--- config.mk ---
export PLATFORM = sky130hd
export DESIGN_NAME = baro_cfg_regs
export DESIGN_NICKNAME = d
export VERILOG_FILES = /design/src/rtl/core/baro_sensor_compensation_core_assert.svh /design/src/rtl/core/baro_pkg.sv /design/src/rtl/core/baro_cfg_regs.sv
export SDC_FILE = /design/constraint.sdc
export NUM_CORES = 1
export LEC_CHECK = 0
export ABC_CLOCK_PERIOD_IN_PS = 1300
export BUFFER_PORTS_ARGS = -buffer_cell sky130_fd_sc_hd__buf_4
export CAP_MARGIN = 40
export CORE_MARGIN = 3
export CORE_UTILIZATION = 50
export DETAILED_ROUTE_END_ITERATION = 8
export GPL_ROUTABILITY_DRIVEN = 0
export PLACE_DENSITY = 0.89
export SLEW_MARGIN = 20
export SYNTH_ARGS = -nofsm -noshare
export SYNTH_HDL_FRONTEND = slang
export SYNTH_SLANG_ARGS = --single-unit
--- constraint.sdc ---
create_clock -name clk -period 1.3 [get_ports clk]
set_clock_uncertainty 0.15 [all_clocks]
set_input_delay 0 -clock clk [delete_from_list [all_inputs] [get_ports clk]]
set_output_delay 0 -clock clk [all_outputs]
set_load 0.1 [all_outputs]
--- src/rtl/core/baro_sensor_compensation_core_assert.svh ---
// Assertion macros shared by the compensation core.
// Both macros sample on the rising edge of clk and stay quiet while rst is high.
`ifndef BARO_SENSOR_COMPENSATION_CORE_ASSERT_SVH
`define BARO_SENSOR_COMPENSATION_CORE_ASSERT_SVH

// Same-cycle implication.
`define BARO_ASSERT_IMPLY(name, ante, cons) \
  name: assert property (@(posedge clk) disable iff (rst) (ante) |-> (cons)) \
    else $error("baro core: implication check failed");

// Next-cycle implication.
`define BARO_ASSERT_NEXT(name, ante, cons) \
  name: assert property (@(posedge clk) disable iff (rst) (ante) |=> (cons)) \
    else $error("baro core: next-cycle check failed");

`endif

--- src/rtl/core/baro_pkg.sv ---
`timescale 1ns / 1ps

package baro_pkg;

  localparam int SCALE_SHIFT_DEF = 19;

  localparam int RAW_W      = 24;
  localparam int OUT_W      = 32;
  localparam int CFG_IDX_W  = 3;
  localparam int CFG_DATA_W = 40;

  // Coefficient field widths in the sensor's packed layout.
  localparam int C_TEMP_W  = 12;
  localparam int C_OFS_W   = 20;
  localparam int C_CROSS_W = 16;

  localparam logic [CFG_IDX_W-1:0] REG_TEMP_PAIR     = 3'd0;
  localparam logic [CFG_IDX_W-1:0] REG_OFFSET_LINEAR = 3'd1;
  localparam logic [CFG_IDX_W-1:0] REG_TEMP_CROSS    = 3'd2;
  localparam logic [CFG_IDX_W-1:0] REG_SQUARE_TERMS  = 3'd3;
  localparam logic [CFG_IDX_W-1:0] REG_CUBIC         = 3'd4;
  localparam logic [CFG_IDX_W-1:0] REG_CALIB_VALID   = 3'd5;

  // Scale factors: c0/2 in millidegrees, and centipascals.
  localparam int TEMP_C0_HALF = 500;
  localparam int TEMP_MILLI   = 1000;
  localparam int PRESS_CENTI  = 100;

  // Pipeline depth from accept to result strobe.
  localparam int LATENCY          = 7;
  localparam int TRUNC_SAT_STAGES = 2;
  localparam int TEMP_STAGES      = 2;
  localparam int TEMP_DELAY       = LATENCY - TEMP_STAGES - TRUNC_SAT_STAGES;

  typedef struct packed {
    logic signed [C_TEMP_W-1:0]  c0;
    logic signed [C_TEMP_W-1:0]  c1;
    logic signed [C_OFS_W-1:0]   c00;
    logic signed [C_OFS_W-1:0]   c10;
    logic signed [C_CROSS_W-1:0] c01;
    logic signed [C_CROSS_W-1:0] c11;
    logic signed [C_CROSS_W-1:0] c20;
    logic signed [C_CROSS_W-1:0] c21;
    logic signed [C_CROSS_W-1:0] c30;
    logic                        calib_valid;
  } coef_t;

endpackage

--- src/rtl/core/baro_cfg_regs.sv ---
`timescale 1ns / 1ps

module baro_cfg_regs import baro_pkg::*; (
  input  logic                  clk,
  input  logic                  rst,
  input  logic                  cfg_valid,
  output logic                  cfg_ready,
  input  logic [CFG_IDX_W-1:0]  cfg_index,
  input  logic [CFG_DATA_W-1:0] cfg_data,
  output coef_t                 coef
);

  logic [23:0] temp_pair;
  logic [39:0] offset_linear;
  logic [31:0] temp_cross;
  logic [31:0] square_terms;
  logic [15:0] cubic;
  logic        calib_valid;

  assign cfg_ready = 1'b1;

  always_ff @(posedge clk) begin
    if (rst) begin
      temp_pair     <= '0;
      offset_linear <= '0;
      temp_cross    <= '0;
      square_terms  <= '0;
      cubic         <= '0;
      calib_valid   <= 1'b0;
    end else if (cfg_valid && cfg_ready) begin
      case (cfg_index)
        REG_TEMP_PAIR:     temp_pair     <= cfg_data[23:0];
        REG_OFFSET_LINEAR: offset_linear <= cfg_data[39:0];
        REG_TEMP_CROSS:    temp_cross    <= cfg_data[31:0];
        REG_SQUARE_TERMS:  square_terms  <= cfg_data[31:0];
        REG_CUBIC:         cubic         <= cfg_data[15:0];
        REG_CALIB_VALID:   calib_valid   <= cfg_data[0];
        default: begin
        end
      endcase
    end
  end

  always_comb begin
    coef.c0          = $signed(temp_pair[23:12]);
    coef.c1          = $signed(temp_pair[11:0]);
    coef.c00         = $signed(offset_linear[39:20]);
    coef.c10         = $signed(offset_linear[19:0]);
    coef.c01         = $signed(temp_cross[31:16]);
    coef.c11         = $signed(temp_cross[15:0]);
    coef.c20         = $signed(square_terms[31:16]);
    coef.c21         = $signed(square_terms[15:0]);
    coef.c30         = $signed(cubic);
    coef.calib_valid = calib_valid;
  end

endmodule

After elaboration in Yosys (flattened, before gate mapping)
Cells that the tools add are included.
{"block": "totals", "output_inout_bits": 146, "wordCells": 18, "regBits": 145}
{"block": "op_classes", "eq_ne": 5, "n_reduce_logical": 7}
{"cell": "2-bit AND reduction", "count": 6}
{"cell": "3-bit by 2-bit equality test with 1-bit output (second input constant)", "count": 2}
{"cell": "3-bit equality test (second input constant)", "count": 2}
{"cell": "3-bit by 1-bit equality test with 1-bit output (second input constant)", "count": 1}
{"cell": "3-bit zero test", "count": 1}

Longest topological paths before layout
{"block": "logic_depth", "depth_word": 2, "mapped_depth": 4, "depth_no_buf": 2}

Worst setup path after synthesis
OpenSTA, ideal clock, no wires.
{"block": "synth_path", "path_type": "register to register", "startpoint": "reg, netlist name square_terms[0]", "endpoint": "reg square_terms[0]", "t_arrival_ps": 1160, "synth_period_minus_slack_ps": 1383, "t_required_ps": 1078, "stages_incl_launch_ff": 3, "setup_slack_ps": -83, "cell_sequence": "dfxtp_1 -> nand2b_1 -> mux2i_1"}
{"element": "end signal: assignment", "line": "baro_cfg_regs.sv:35", "rtl": "REG_SQUARE_TERMS: square_terms <= cfg_data[31:0];"}
{"element": "end: declaration", "line": "baro_cfg_regs.sv:16", "rtl": "logic [31:0] square_terms;"}

Worst setup path in the final report
{"block": "layout_path", "startpoint": "reg offset_linear[7]", "endpoint": "out coef[88] (netlist bit)"}
{"element": "start: declaration", "line": "baro_cfg_regs.sv:14", "rtl": "logic [39:0] offset_linear;"}
{"element": "start signal: assignment", "line": "baro_cfg_regs.sv:33", "rtl": "REG_OFFSET_LINEAR: offset_linear <= cfg_data[39:0];"}
{"element": "end: declaration", "line": "baro_cfg_regs.sv:10", "rtl": "output coef_t coef"}
No word-level cell between the ends.

==> results.cfg <==
[status]
status = complete, but fails checks
violations = hold timing

[synth]
synth_edf_count = 0
synth_top_area_cell = dfxtp_1
synth-xor-area-share_pct = 0
synth_top_family_by_area = multiplexers
synth-seq-area-share_pct = 50.3
synth_fp_nets = 568
synth_compound_area_share_pct = 0
synth_mux_area_share_pct = 25.1
ys_types = 13
syn_avg_cell_area_um2 = 11.1
synth-async-reset-ratio_pct = 0
yosysMostFrequentCell = nand2b_1
ys_ff_latch = 145
synthCells = 522
synthTopCellsByCount = 185 x nand2b_1, 145 x dfxtp_1, 145 x mux2i_1, 21 x clkbuf_1, 13 x buf_2
synth-simple-area-share_pct = 21.5
synth_top_area_share_pct = 50.3
ys_warn_count = 0
synthFlopType = dfxtp_1
synth_adder_area_share_pct = 0
synth_area_um2 = 5780
netlist_top_cells_area = dfxtp_1 50%, mux2i_1 25%, nand2b_1 20%, clkbuf_1 1.4%, buf_2 1.1%

[global_route]
grt_max_degree = 63
antenna_found_initial = 0
first_global_vias = 5132
grt-ovfl-total = 0
grtUsageTotal_pct = 26.5
grt_pass1_wl_mm = 26.9

[timing]
timing.hold.ws_ns = -0.0347
fmax_ghz = 0.784
maxSlewHeadroom_pct = 66.0
tightestPinTransition_ns = 0.510
final.period_utilization_pct = 98.1
setup_viol = 0
slew_viol_final = 0
hold_viol = 22
finalCriticalPeriod_ns = 1.28

[clock_tree]
htree_levels = 4
clock_latency_ns = 0.41
cts-root-buf = clkbuf_16
numCtsBuffers = 17
clkSinkCount = 145
clk_pin_slew_ns = 0.06
cts_tree = yes
cts_max_path_buffers = 2

[floorplan]
dieHeight_um = 113
rows = 38
io_pins = 192
core_um2 = 11100
dieArea_um2 = 12900
die_w_um = 113
start_util_pct = 52.1

[pwr]
combinationalPowerShare_pct = 15.1
switchingPower_mw = 3.05
seq_power_share_pct = 42.0
p_sw_share_pct = 27.7
p_int_mw = 7.95
clkPwrFrac_pct = 42.9
leakagePower_nw = 4.31
p_per_area_nw_per_um2 = 1250
irDropWorstVdd_mv = 0.899

[flow_run]
drv_cap = 0

[route]
ant_nets = 0
wl_per_cell_um = 18.8
drt_iter0_drc = 262
viasPerCell = 5.12
wl_mm = 17.4
drcViolationCount = 0
vias = 4736
dr.pass1.iters = 4

[critical_path]
cp.arrival_ns = 1.13
critPathKind = register to output pin
r2r-start = temp_pair[5]
r2r_cells = 2
worst_ep_required_time_ns = 1.15
worstSetupEndpointType = output pin
rrSetupSlack_ns = 0.45
start_kind = register
worstPathMaxFanout = 2
r2r_end = temp_pair[5]

[finish]
nFillCells = 650
fin_nets = 818
diodes = 0
final_cell_count_no_fill = 925
finish.utilization_pct = 79.6
layout-drive-gt1-share_pct = 49.7
syn2layout_area_growth_pct = 52.8

[hold_path]
worstHoldStart = rst
hp-class = input pin to register
worstHoldEndpoint = offset_linear[4]
hold_path_depth = 4

[place]
dp.cells = 829
port_buffers = 190
hpwl_mm = 10.6
==> routing by layer <==
metal	track usage (%)	part of all wire (%)	vias to the layer above
li1	-	-	2225
met1	30.5	40	2304
met2	46.4	51	187
met3	8.59	7.9	20
met4	8.73	1.4	0
met5	0	0	-
==> layout by cell type (no fill, tap or decap), drive strengths merged <==
master        synthesis  routed
or4b                  1       1
clkbuf               21      20
dlymetal6s4s          0       3
clkinv                0       2
dlygate4sd3           0      53
nand2b              185     185
nand4bb               3       3
mux2i               145     145
conb                  1       1
and4bb                1       1
clkinvlp              0       7
nor4b                 1       1
buf                  17     213
bufinv                0       2
dfxtp               145     145
inv                   0       1
nand4b                2       2
==> what timing repair did <==
action / CTS / global route
setup buffers: 0 / 7
endpoints found under the hold margin: 145 / 4
hold buffers: 85 / 3
resized for setup: 0 / 10
endpoints found under the setup margin: 0 / 54
==> power by group through the flow <==
| stage | sequential, mW | clock, mW | combinational, mW |
|---|---|---|---|
| detailed placement | 4.71 | 0 | 1.49 |
| global route | 4.63 | 4.98 | 1.73 |
| finish | 4.62 | 4.72 | 1.66 |
| global placement | 4.71 | 0 | 1.47 |
| CTS | 4.62 | 4.78 | 1.64 |
| floorplan | 5.41 | 0 | 0.385 |
==> flip-flops by register name, indices dropped and copies added, names as in the netlist <==
register       cells
offset_linear     40
square_terms      32
temp_cross        32
temp_pair         24
cubic             16
calib_valid        1
==> worst max-delay path: stages, from the launching register on <==
cell     delay (ns)
dfxtp_2        0.34
buf_4          0.10
buf_4          0.28
==> area by class of cell <==
cell class | count | area, µm² | share of cell area [%]
repair buffers | 269 | 2260 | 25.6
flip-flops and latches | 145 | 3080 | 34.9
clock inverters | 12 | 135 | 1.53
clock buffers | 20 | 437 | 4.95
well taps | 140 | 175 | 1.99
multi-input cells | 339 | 2730 | 31.0
==> worst max path at each step <==
| stage | endpoint | cells past startpoint | start |
|---|---|---|---|
| 2_1_floorplan | temp_pair[14] | 4 | cfg_index[1] |
| 4_1_cts | square_terms[0] | 5 | rst |
| 6_report | coef[88] | 2 | offset_linear[7] |
| 3_5_place_dp | temp_pair[12] | 4 | cfg_index[1] |
| 5_1_grt | coef[88] | 2 | offset_linear[7] |
| 3_3_place_gp | temp_pair[14] | 4 | cfg_index[1] |
==> cells by family (layout without fill, tap and decap cells) <==
group / Yosys count / in the layout
flip-flops: 145 / 145
multiplexers: 145 / 145
other: 1 / 1
buffers and inverters: 38 / 301
AND/OR/NAND/NOR: 193 / 193
==> stage by stage <==
step	setup slack [ns]	hold slack [ns]	instance area (µm²)	total power, mW	setup TNS, ns
5_1_grt	-0.00765	0.00739	8820	11.3	-0.00765
4_1_cts	0.00926	0.000793	9010	11.0	0
2_1_floorplan	0.114	-0.00223	5960	5.80	0
3_5_place_dp	0.00349	0.128	7590	6.20	0
6_report	0.0246	-0.0347	8820	11.0	0
3_3_place_gp	0.0403	0.117	7590	6.18	0
No activity file was read; power rests on OpenSTA's default activity.
