--- src/rtl/core/baro_sensor_compensation_core_assert.svh ---
// Assertion macros shared by the compensation core.
// Both macros sample on the rising edge of clk and stay quiet while rst is high.
`ifndef BARO_SENSOR_COMPENSATION_CORE_ASSERT_SVH
`define BARO_SENSOR_COMPENSATION_CORE_ASSERT_SVH

// Same-cycle implication.
`define BARO_ASSERT_IMPLY(name, ante, cons) \
  name: assert property (@(posedge clk) disable iff (rst) (ante) |-> (cons)) \
    else $error("baro core: implication check failed");

// Next-cycle implication.
`define BARO_ASSERT_NEXT(name, ante, cons) \
  name: assert property (@(posedge clk) disable iff (rst) (ante) |=> (cons)) \
    else $error("baro core: next-cycle check failed");

`endif

--- src/rtl/core/baro_pkg.sv ---
`timescale 1ns / 1ps

package baro_pkg;

  localparam int SCALE_SHIFT_DEF = 19;

  localparam int RAW_W      = 24;
  localparam int OUT_W      = 32;
  localparam int CFG_IDX_W  = 3;
  localparam int CFG_DATA_W = 40;

  // Coefficient field widths in the sensor's packed layout.
  localparam int C_TEMP_W  = 12;
  localparam int C_OFS_W   = 20;
  localparam int C_CROSS_W = 16;

  localparam logic [CFG_IDX_W-1:0] REG_TEMP_PAIR     = 3'd0;
  localparam logic [CFG_IDX_W-1:0] REG_OFFSET_LINEAR = 3'd1;
  localparam logic [CFG_IDX_W-1:0] REG_TEMP_CROSS    = 3'd2;
  localparam logic [CFG_IDX_W-1:0] REG_SQUARE_TERMS  = 3'd3;
  localparam logic [CFG_IDX_W-1:0] REG_CUBIC         = 3'd4;
  localparam logic [CFG_IDX_W-1:0] REG_CALIB_VALID   = 3'd5;

  // Scale factors: c0/2 in millidegrees, and centipascals.
  localparam int TEMP_C0_HALF = 500;
  localparam int TEMP_MILLI   = 1000;
  localparam int PRESS_CENTI  = 100;

  // Pipeline depth from accept to result strobe.
  localparam int LATENCY          = 7;
  localparam int TRUNC_SAT_STAGES = 2;
  localparam int TEMP_STAGES      = 2;
  localparam int TEMP_DELAY       = LATENCY - TEMP_STAGES - TRUNC_SAT_STAGES;

  typedef struct packed {
    logic signed [C_TEMP_W-1:0]  c0;
    logic signed [C_TEMP_W-1:0]  c1;
    logic signed [C_OFS_W-1:0]   c00;
    logic signed [C_OFS_W-1:0]   c10;
    logic signed [C_CROSS_W-1:0] c01;
    logic signed [C_CROSS_W-1:0] c11;
    logic signed [C_CROSS_W-1:0] c20;
    logic signed [C_CROSS_W-1:0] c21;
    logic signed [C_CROSS_W-1:0] c30;
    logic                        calib_valid;
  } coef_t;

endpackage

--- src/rtl/core/baro_trunc_sat.sv ---
`timescale 1ns / 1ps

// Divides a signed value by 2^SH, rounding toward zero, and clamps it to 32 bits.
module baro_trunc_sat import baro_pkg::*; #(
  parameter int IW = 48,
  parameter int SH = SCALE_SHIFT_DEF
) (
  input  logic                    clk,
  input  logic signed [IW-1:0]    din,
  output logic signed [OUT_W-1:0] dout
);

  localparam int QW = IW - SH;
  localparam int EW = QW + OUT_W;

  localparam logic signed [IW-1:0] BIAS = $signed({{(IW-SH){1'b0}}, {SH{1'b1}}});
  localparam logic signed [IW-1:0] NO_BIAS = '0;
  localparam logic signed [OUT_W-1:0] OUT_MAX = {1'b0, {(OUT_W-1){1'b1}}};
  localparam logic signed [OUT_W-1:0] OUT_MIN = {1'b1, {(OUT_W-1){1'b0}}};

  logic signed [IW-1:0]    biased;
  logic signed [EW-1:0]    quot;
  logic                    fits;
  logic signed [OUT_W-1:0] dout_next;

  // A negative value gets 2^SH - 1 added so the shift below rounds toward zero.
  always_ff @(posedge clk) begin
    biased <= din + (din[IW-1] ? BIAS : NO_BIAS);
  end

  always_comb begin
    quot = EW'($signed(biased[IW-1:SH]));
    fits = (&quot[EW-1:OUT_W-1]) | ~(|quot[EW-1:OUT_W-1]);
    if (fits) begin
      dout_next = quot[OUT_W-1:0];
    end else if (quot[EW-1]) begin
      dout_next = OUT_MIN;
    end else begin
      dout_next = OUT_MAX;
    end
  end

  always_ff @(posedge clk) begin
    dout <= dout_next;
  end

endmodule

--- src/rtl/core/baro_temp_path.sv ---
`timescale 1ns / 1ps

module baro_temp_path import baro_pkg::*; #(
  parameter int SCALE_SHIFT = SCALE_SHIFT_DEF
) (
  input  logic                    clk,
  input  coef_t                   coef,
  input  logic signed [RAW_W-1:0] raw_temperature,
  output logic signed [OUT_W-1:0] temperature
);

  localparam int PROD_W = C_TEMP_W + RAW_W;
  localparam int OFS_W  = C_TEMP_W + 9 + SCALE_SHIFT;
  localparam int LIN_W  = PROD_W + 10;
  localparam int TW     = ((OFS_W > LIN_W) ? OFS_W : LIN_W) + 1;

  logic signed [PROD_W-1:0] ct;
  logic signed [TW-1:0]     tnum;
  logic signed [OUT_W-1:0]  rounded;
  logic signed [OUT_W-1:0]  temp_dly [TEMP_DELAY];

  always_ff @(posedge clk) begin
    ct   <= PROD_W'($signed(coef.c1)) * PROD_W'(raw_temperature);
    tnum <= ((TW'($signed(coef.c0)) * TW'(TEMP_C0_HALF)) <<< SCALE_SHIFT)
            + (TW'(ct) * TW'(TEMP_MILLI));
  end

  baro_trunc_sat #(
    .IW (TW),
    .SH (SCALE_SHIFT)
  ) u_round (
    .clk  (clk),
    .din  (tnum),
    .dout (rounded)
  );

  // Temperature finishes early; hold it until the pressure result is ready.
  always_ff @(posedge clk) begin
    temp_dly[0] <= rounded;
    for (int i = 1; i < TEMP_DELAY; i++) begin
      temp_dly[i] <= temp_dly[i-1];
    end
  end

  assign temperature = temp_dly[TEMP_DELAY-1];

endmodule

--- config.mk ---
export PLATFORM = sky130hd
export DESIGN_NAME = baro_temp_path
export DESIGN_NICKNAME = d
export VERILOG_FILES = /design/src/rtl/core/baro_sensor_compensation_core_assert.svh /design/src/rtl/core/baro_pkg.sv /design/src/rtl/core/baro_trunc_sat.sv /design/src/rtl/core/baro_temp_path.sv
export SDC_FILE = /design/constraint.sdc
export NUM_CORES = 2
export LEC_CHECK = 0
export BUFFER_PORTS_ARGS = -buffer_cell sky130_fd_sc_hd__buf_2
export CORE_UTILIZATION = 40
export DETAILED_ROUTE_END_ITERATION = 10
export GPL_TIMING_DRIVEN = 0
export SLEW_MARGIN = 20
export SYNTH_ARGS = -nofsm -noshare
export SYNTH_HDL_FRONTEND = slang
export SYNTH_SLANG_ARGS = --single-unit
--- constraint.sdc ---
create_clock -name clk -period 10.9 [get_ports clk]
set_input_delay 3.27 -clock clk [delete_from_list [all_inputs] [get_ports clk]]
set_output_delay 3.27 -clock clk [all_outputs]
set_load 0.005 [all_outputs]
Yosys cells after proc, flatten, opt, wreduce, memory -nomap -nowiden
Memory sizes are Yosys's and may differ from the RTL's.
Index checks and enable logic that the tools add are counted.
{"block": "classes", "add_sub_neg": 2, "n_mul": 3, "mux": 1}
{"op": "adder 41 x 47 -> 47 bit", "count": 1}
{"op": "adder 47 bit", "count": 1}
{"op": "multiplier 36 x 8 -> 44 bit, second input constant", "count": 1}
{"op": "multiplier 12 x 24 -> 36 bit", "count": 1}
{"op": "multiplier 12 x 8 -> 20 bit, second input constant", "count": 1}
{"op": "two-way mux 19 bit", "count": 1}
{"block": "totals", "regBits": 158, "mem_bits_rw": 96, "wordCells": 11, "memories": 1}
{"memory": "temp_dly", "depth": 3, "word_bits": 32, "rd": 3, "rd_ports_with_merged_regs": 0, "wr": 3, "line_no": "baro_temp_path.sv:20", "source": "logic signed [OUT_W-1:0] temp_dly [TEMP_DELAY];"}

Depth between registers and ports, before layout
{"block": "logic_depth", "depth_word": 2, "mapped_depth": 31, "ltp_nobuf": 31}

Cells and area by module
From an unflattened synthesis, not the netlist that was laid out.
{"block": "hier_totals", "hier_cells": 2766, "hier_area_um2": 26230.2}
{"mod": "baro_temp_path", "instances": 1, "cells_per_inst": 2548, "area_each_um2": 23984.3, "seq_area_each_um2": 3523.4}
{"mod": "baro_trunc_sat", "instances": 1, "cells_per_inst": 218, "area_each_um2": 2245.9, "seq_area_each_um2": 1121.1}

Worst setup path after synthesis
Ideal clock, no wire load.
{"block": "synth_timing", "path_kind": "input-to-reg", "startpoint": "input port coef[137] in the netlist's numbering", "endpoint": "register tnum[46]", "setup_time_ns": 0.118, "arrival_time_ns": 9.023, "slack_ns": 1.759, "path_stages": 28, "path_buffers": 0, "path_cell_list": "fa_1 inv_1 fa_1 inv_1 fa_1 inv_1 fa_1 inv_1 ha_1 a21boi_0 o21ai_0 nand2b_1 a21oi_1 o21ai_0 a31oi_1 nor2b_1 xnor2_1 ha_1 a21oi_1 o21ai_0 or4b_1 o31ai_1 a21boi_0 o21a_1 o21ai_1 nor3b_1 a211o_1 xnor2_1"}
{"block": "synth_between", "elab_chain_len": 2}
{"element": "from (decl)", "line_no": "baro_temp_path.sv:7", "source": "input coef_t coef,"}
{"element": "multiplier 12 x 8 -> 20 bit", "line_no": "baro_temp_path.sv:24", "source": "tnum <= ((TW'($signed(coef.c0)) * TW'(TEMP_C0_HALF)) <<< SCALE_SHIFT)"}
{"element": "adder 41 x 47 -> 47 bit", "line_no": "baro_temp_path.sv:25", "source": "+ (TW'(ct) * TW'(TEMP_MILLI));"}
{"element": "to (signal assigned)", "line_no": "baro_temp_path.sv:24"}
{"element": "to (decl)", "line_no": "baro_temp_path.sv:18", "source": "logic signed [TW-1:0] tnum;"}
Every way passes these cells.

Worst setup path in the final report
{"block": "layout_timing", "startpoint": "input port coef[124] in the netlist's numbering", "endpoint": "register ct[33]"}
{"block": "layout_between", "elab_chain_len": 1}
{"element": "multiplier 12 x 24 -> 36 bit", "line_no": "baro_temp_path.sv:23", "source": "ct <= PROD_W'($signed(coef.c1)) * PROD_W'(raw_temperature);"}
{"element": "to (signal assigned)", "line_no": "baro_temp_path.sv:23"}
{"element": "to (decl)", "line_no": "baro_temp_path.sv:17", "source": "logic signed [PROD_W-1:0] ct;"}
Every way passes these cells.

==> results.cfg <==
[outcome]
status = finished, final reports clean

[floorplanning]
die_w_microns = 254
die-area_sq_um = 64700
design.core.area_sq_um = 63000
fp.dieH_microns = 254
top_level_ports = 202
start_util_pct = 40.5
num_rows = 92

[setup_path]
arrival_ps = 10150
cp.required_ps = 11290
worst_setup_path_start_kind = primary input
r2r-start = ct[5]
critPathMaxFanout = 10
crit_type = in -> reg
cp-startpoint = coef[124]
end_kind = flop

[global_routing]
grt_overflow_total = 0
antenna_found_initial = 0
grt_pass1_wl_microns = 86400
first_global_vias = 18052
grt_usage_pct = 16.4
grt_start_max_net_pins = 18

[timing]
period_share_pct = 89.5
fmax_ghz = 0.102
worstMarginPinSlew_ps = 1060
slew_headroom_pct = 27.7
finalHoldViolCount = 0
holdWs_ps = 324
finalClockSkew_ps = 19.5
worst_slack_ps = 1140
rsz0062_at_grt = false
setup_viol = 0
drv_slew = 0
tns_ps = 0
min_period_ps = 9760

[layout]
syn_to_final_growth_pct = 8.88
drive_above_1_share_pct = 5.97
design_area_sq_um = 27700
nets = 3675
n_antenna_cell = 0

[yosys]
ys_dominant_reg_cell = dfxtp_1
synth_edf_count = 0
synth_area_per_cell_sq_um = 9.53
ys_seq_area_share_pct = 17.3
syn-cell-area_sq_um = 25500
syn_nets = 3571
ys_ff_latch = 220
ys_types = 65
async_reset_ff_share_pct = 0
syn_inst = 2675
yosysWarnings = 0

[drt]
drt_wl_total_microns = 50400
drc = 0
ant_nets = 0
viasPerCell = 4.61
num_vias = 16785
drt-initial-drc-count = 670
dr.pass1.iters = 4
routedWlPerCell_microns = 13.8

[clock_tree]
clk_path_buf_depth = 3
clk_latency_ps = 520
clkSinkCount = 220
postCtsSetupBuffers = 0
htreeDepth = 1
clockRootBuffer = clkbuf_16
clkTransAtPathRegs_ps = 70
cts_buffers = 22
hold_buffers = 0
cts_tree = yes
ctsResizeCount = 0

[hold_path]
worstHoldStart = u_round.dout[6]
hp-class = reg -> reg

[placed_design]
port_buffers = 80
post-place-ws_ps = 678
placed_area_sq_um = 26900
gp_congestion = 0.884
dp_hpwl_microns = 44000

[flow_run]
drv_cap = 0
==> through the flow <==
| step | utilization (%) | std cells |
|---|---|---|
| 3_5_place_dp | 42.8 | 3601 |
| 6_report | 44.1 | 3641 |
| 2_1_floorplan | - | 2675 |
| 4_1_cts | 44.1 | 3641 |
| 3_3_place_gp | 42.8 | 3601 |
| 5_1_grt | 44.1 | 3641 |
==> kinds of logic after synthesis <==
| logic type | count (synthesis) | synth area share [%] |
|---|---|---|
| and+or+nand+nor | 535 | 10.1 |
| xor gates and xnor gates | 143 | 4.91 |
| AOI/OAI and AO/OA | 278 | 7.18 |
| buffers and inverters | 770 | 11.8 |
| DFF | 220 | 17.3 |
| adders and majority gates | 726 | 48.6 |
| muxes | 3 | 0.123 |
==> state kept, by name (all words and copies together) (netlist names) <==
| name | cells |
|---|---|
| tnum | 44 |
| u_round.biased | 28 |
| ct | 36 |
| u_round.dout | 28 |
| temp_dly | 84 |
==> synthesized netlist by cell type (2+ instances only) <==
cell	n	area, sq um
fa_1	440	8810
a221oi_1	2	17.5
o21bai_1	13	97.6
clkbuf_1	55	206
o2111ai_1	2	17.5
nand3b_1	2	15.0
o21ai_0	37	185
buf_4	32	240
xnor2_1	106	928
xor2_1	37	324
ha_1	286	3580
dfxtp_1	220	4400
nand3_1	26	130
a211o_1	4	35.0
a2111oi_0	5	43.8
or3_1	3	18.8
and2_1	89	557
a21oi_1	85	425
nor2_1	65	244
and3_1	10	62.6
inv_1	681	2560
nor2b_1	11	68.8
a21boi_0	4	30.0
and4_1	5	43.8
o211a_1	3	30.0
a211oi_1	7	52.6
o211ai_1	9	67.6
a31o_2	3	26.3
mux2i_1	2	20.0
o21ai_1	3	15.0
a21o_1	53	398
o31ai_1	4	30.0
or2_2	6	37.5
a31oi_1	9	56.3
nand2b_1	38	238
nand2_1	237	890
o31a_1	2	17.5
a311o_1	2	20.0
nand4_1	15	93.8
o21a_1	18	135
nor3_1	20	100
==> cells in the final DEF (no fill, tap or decap), types with 9 or more instances in the layout <==
cell type    n
and2_1      89
a31oi_1      9
fa_1       440
o211ai_1     9
nand3_1     26
nor2b_1     11
xor2_1      37
o21bai_1    13
buf_2       81
clkbuf_1    56
clkbuf_16   22
o21a_1      18
dfxtp_1    220
nand2_1    237
and3_1      10
buf_4       32
nor3_1      20
a21oi_1     85
nand2b_1    38
a21o_1      53
nor2_1      65
o21ai_0     37
ha_1       286
inv_1      681
xnor2_1    106
nand4_1     15
==> worst paths after layout <==
kind               endpoint  slack, ps  cells past startpoint
max                  ct[33]       1140                     21
min          temp_dly[0][6]        320                      0
max reg2reg        tnum[46]       3080                     30
min reg2reg  temp_dly[0][6]        320                      0
==> final cells by class <==
type                    count  area, sq um
well taps                 846         1060
plain buffers              89          455
flip-flops and latches    220         4400
repair buffers             80          400
fillers                  6152        35200
inverters                 681         2560
clock buffers              26          596
clock inverters            14          209
multi-input cells        1685        18100
==> per-layer routing <==
| layer | wire length [microns] | part of all wire, % | track usage (%) |
|---|---|---|---|
| met2 | 23300 | 46 | 27.9 |
| met3 | 1890 | 3.8 | 1.45 |
| met5 | 0 | 0 | 0 |
| met4 | 1350 | 2.7 | 4.66 |
| met1 | 23800 | 47 | 22.2 |
==> critical path: stages <==
cell	delay, ps
buf_2	230
clkbuf_1	590
nand2_1	170
fa_1	570
inv_1	50
fa_1	500
inv_1	60
fa_1	560
inv_1	70
fa_1	400
fa_1	410
ha_1	290
clkbuf_1	260
nand2_1	90
a2111oi_0	900
o211ai_1	320
a31oi_1	300
o21a_1	200
o2111a_1	280
mux2_2	350
a221oi_1	250
Power is left out: the tool's default activity adds up to more than one toggle a clock period on the data nets, which glitch-free logic cannot reach.
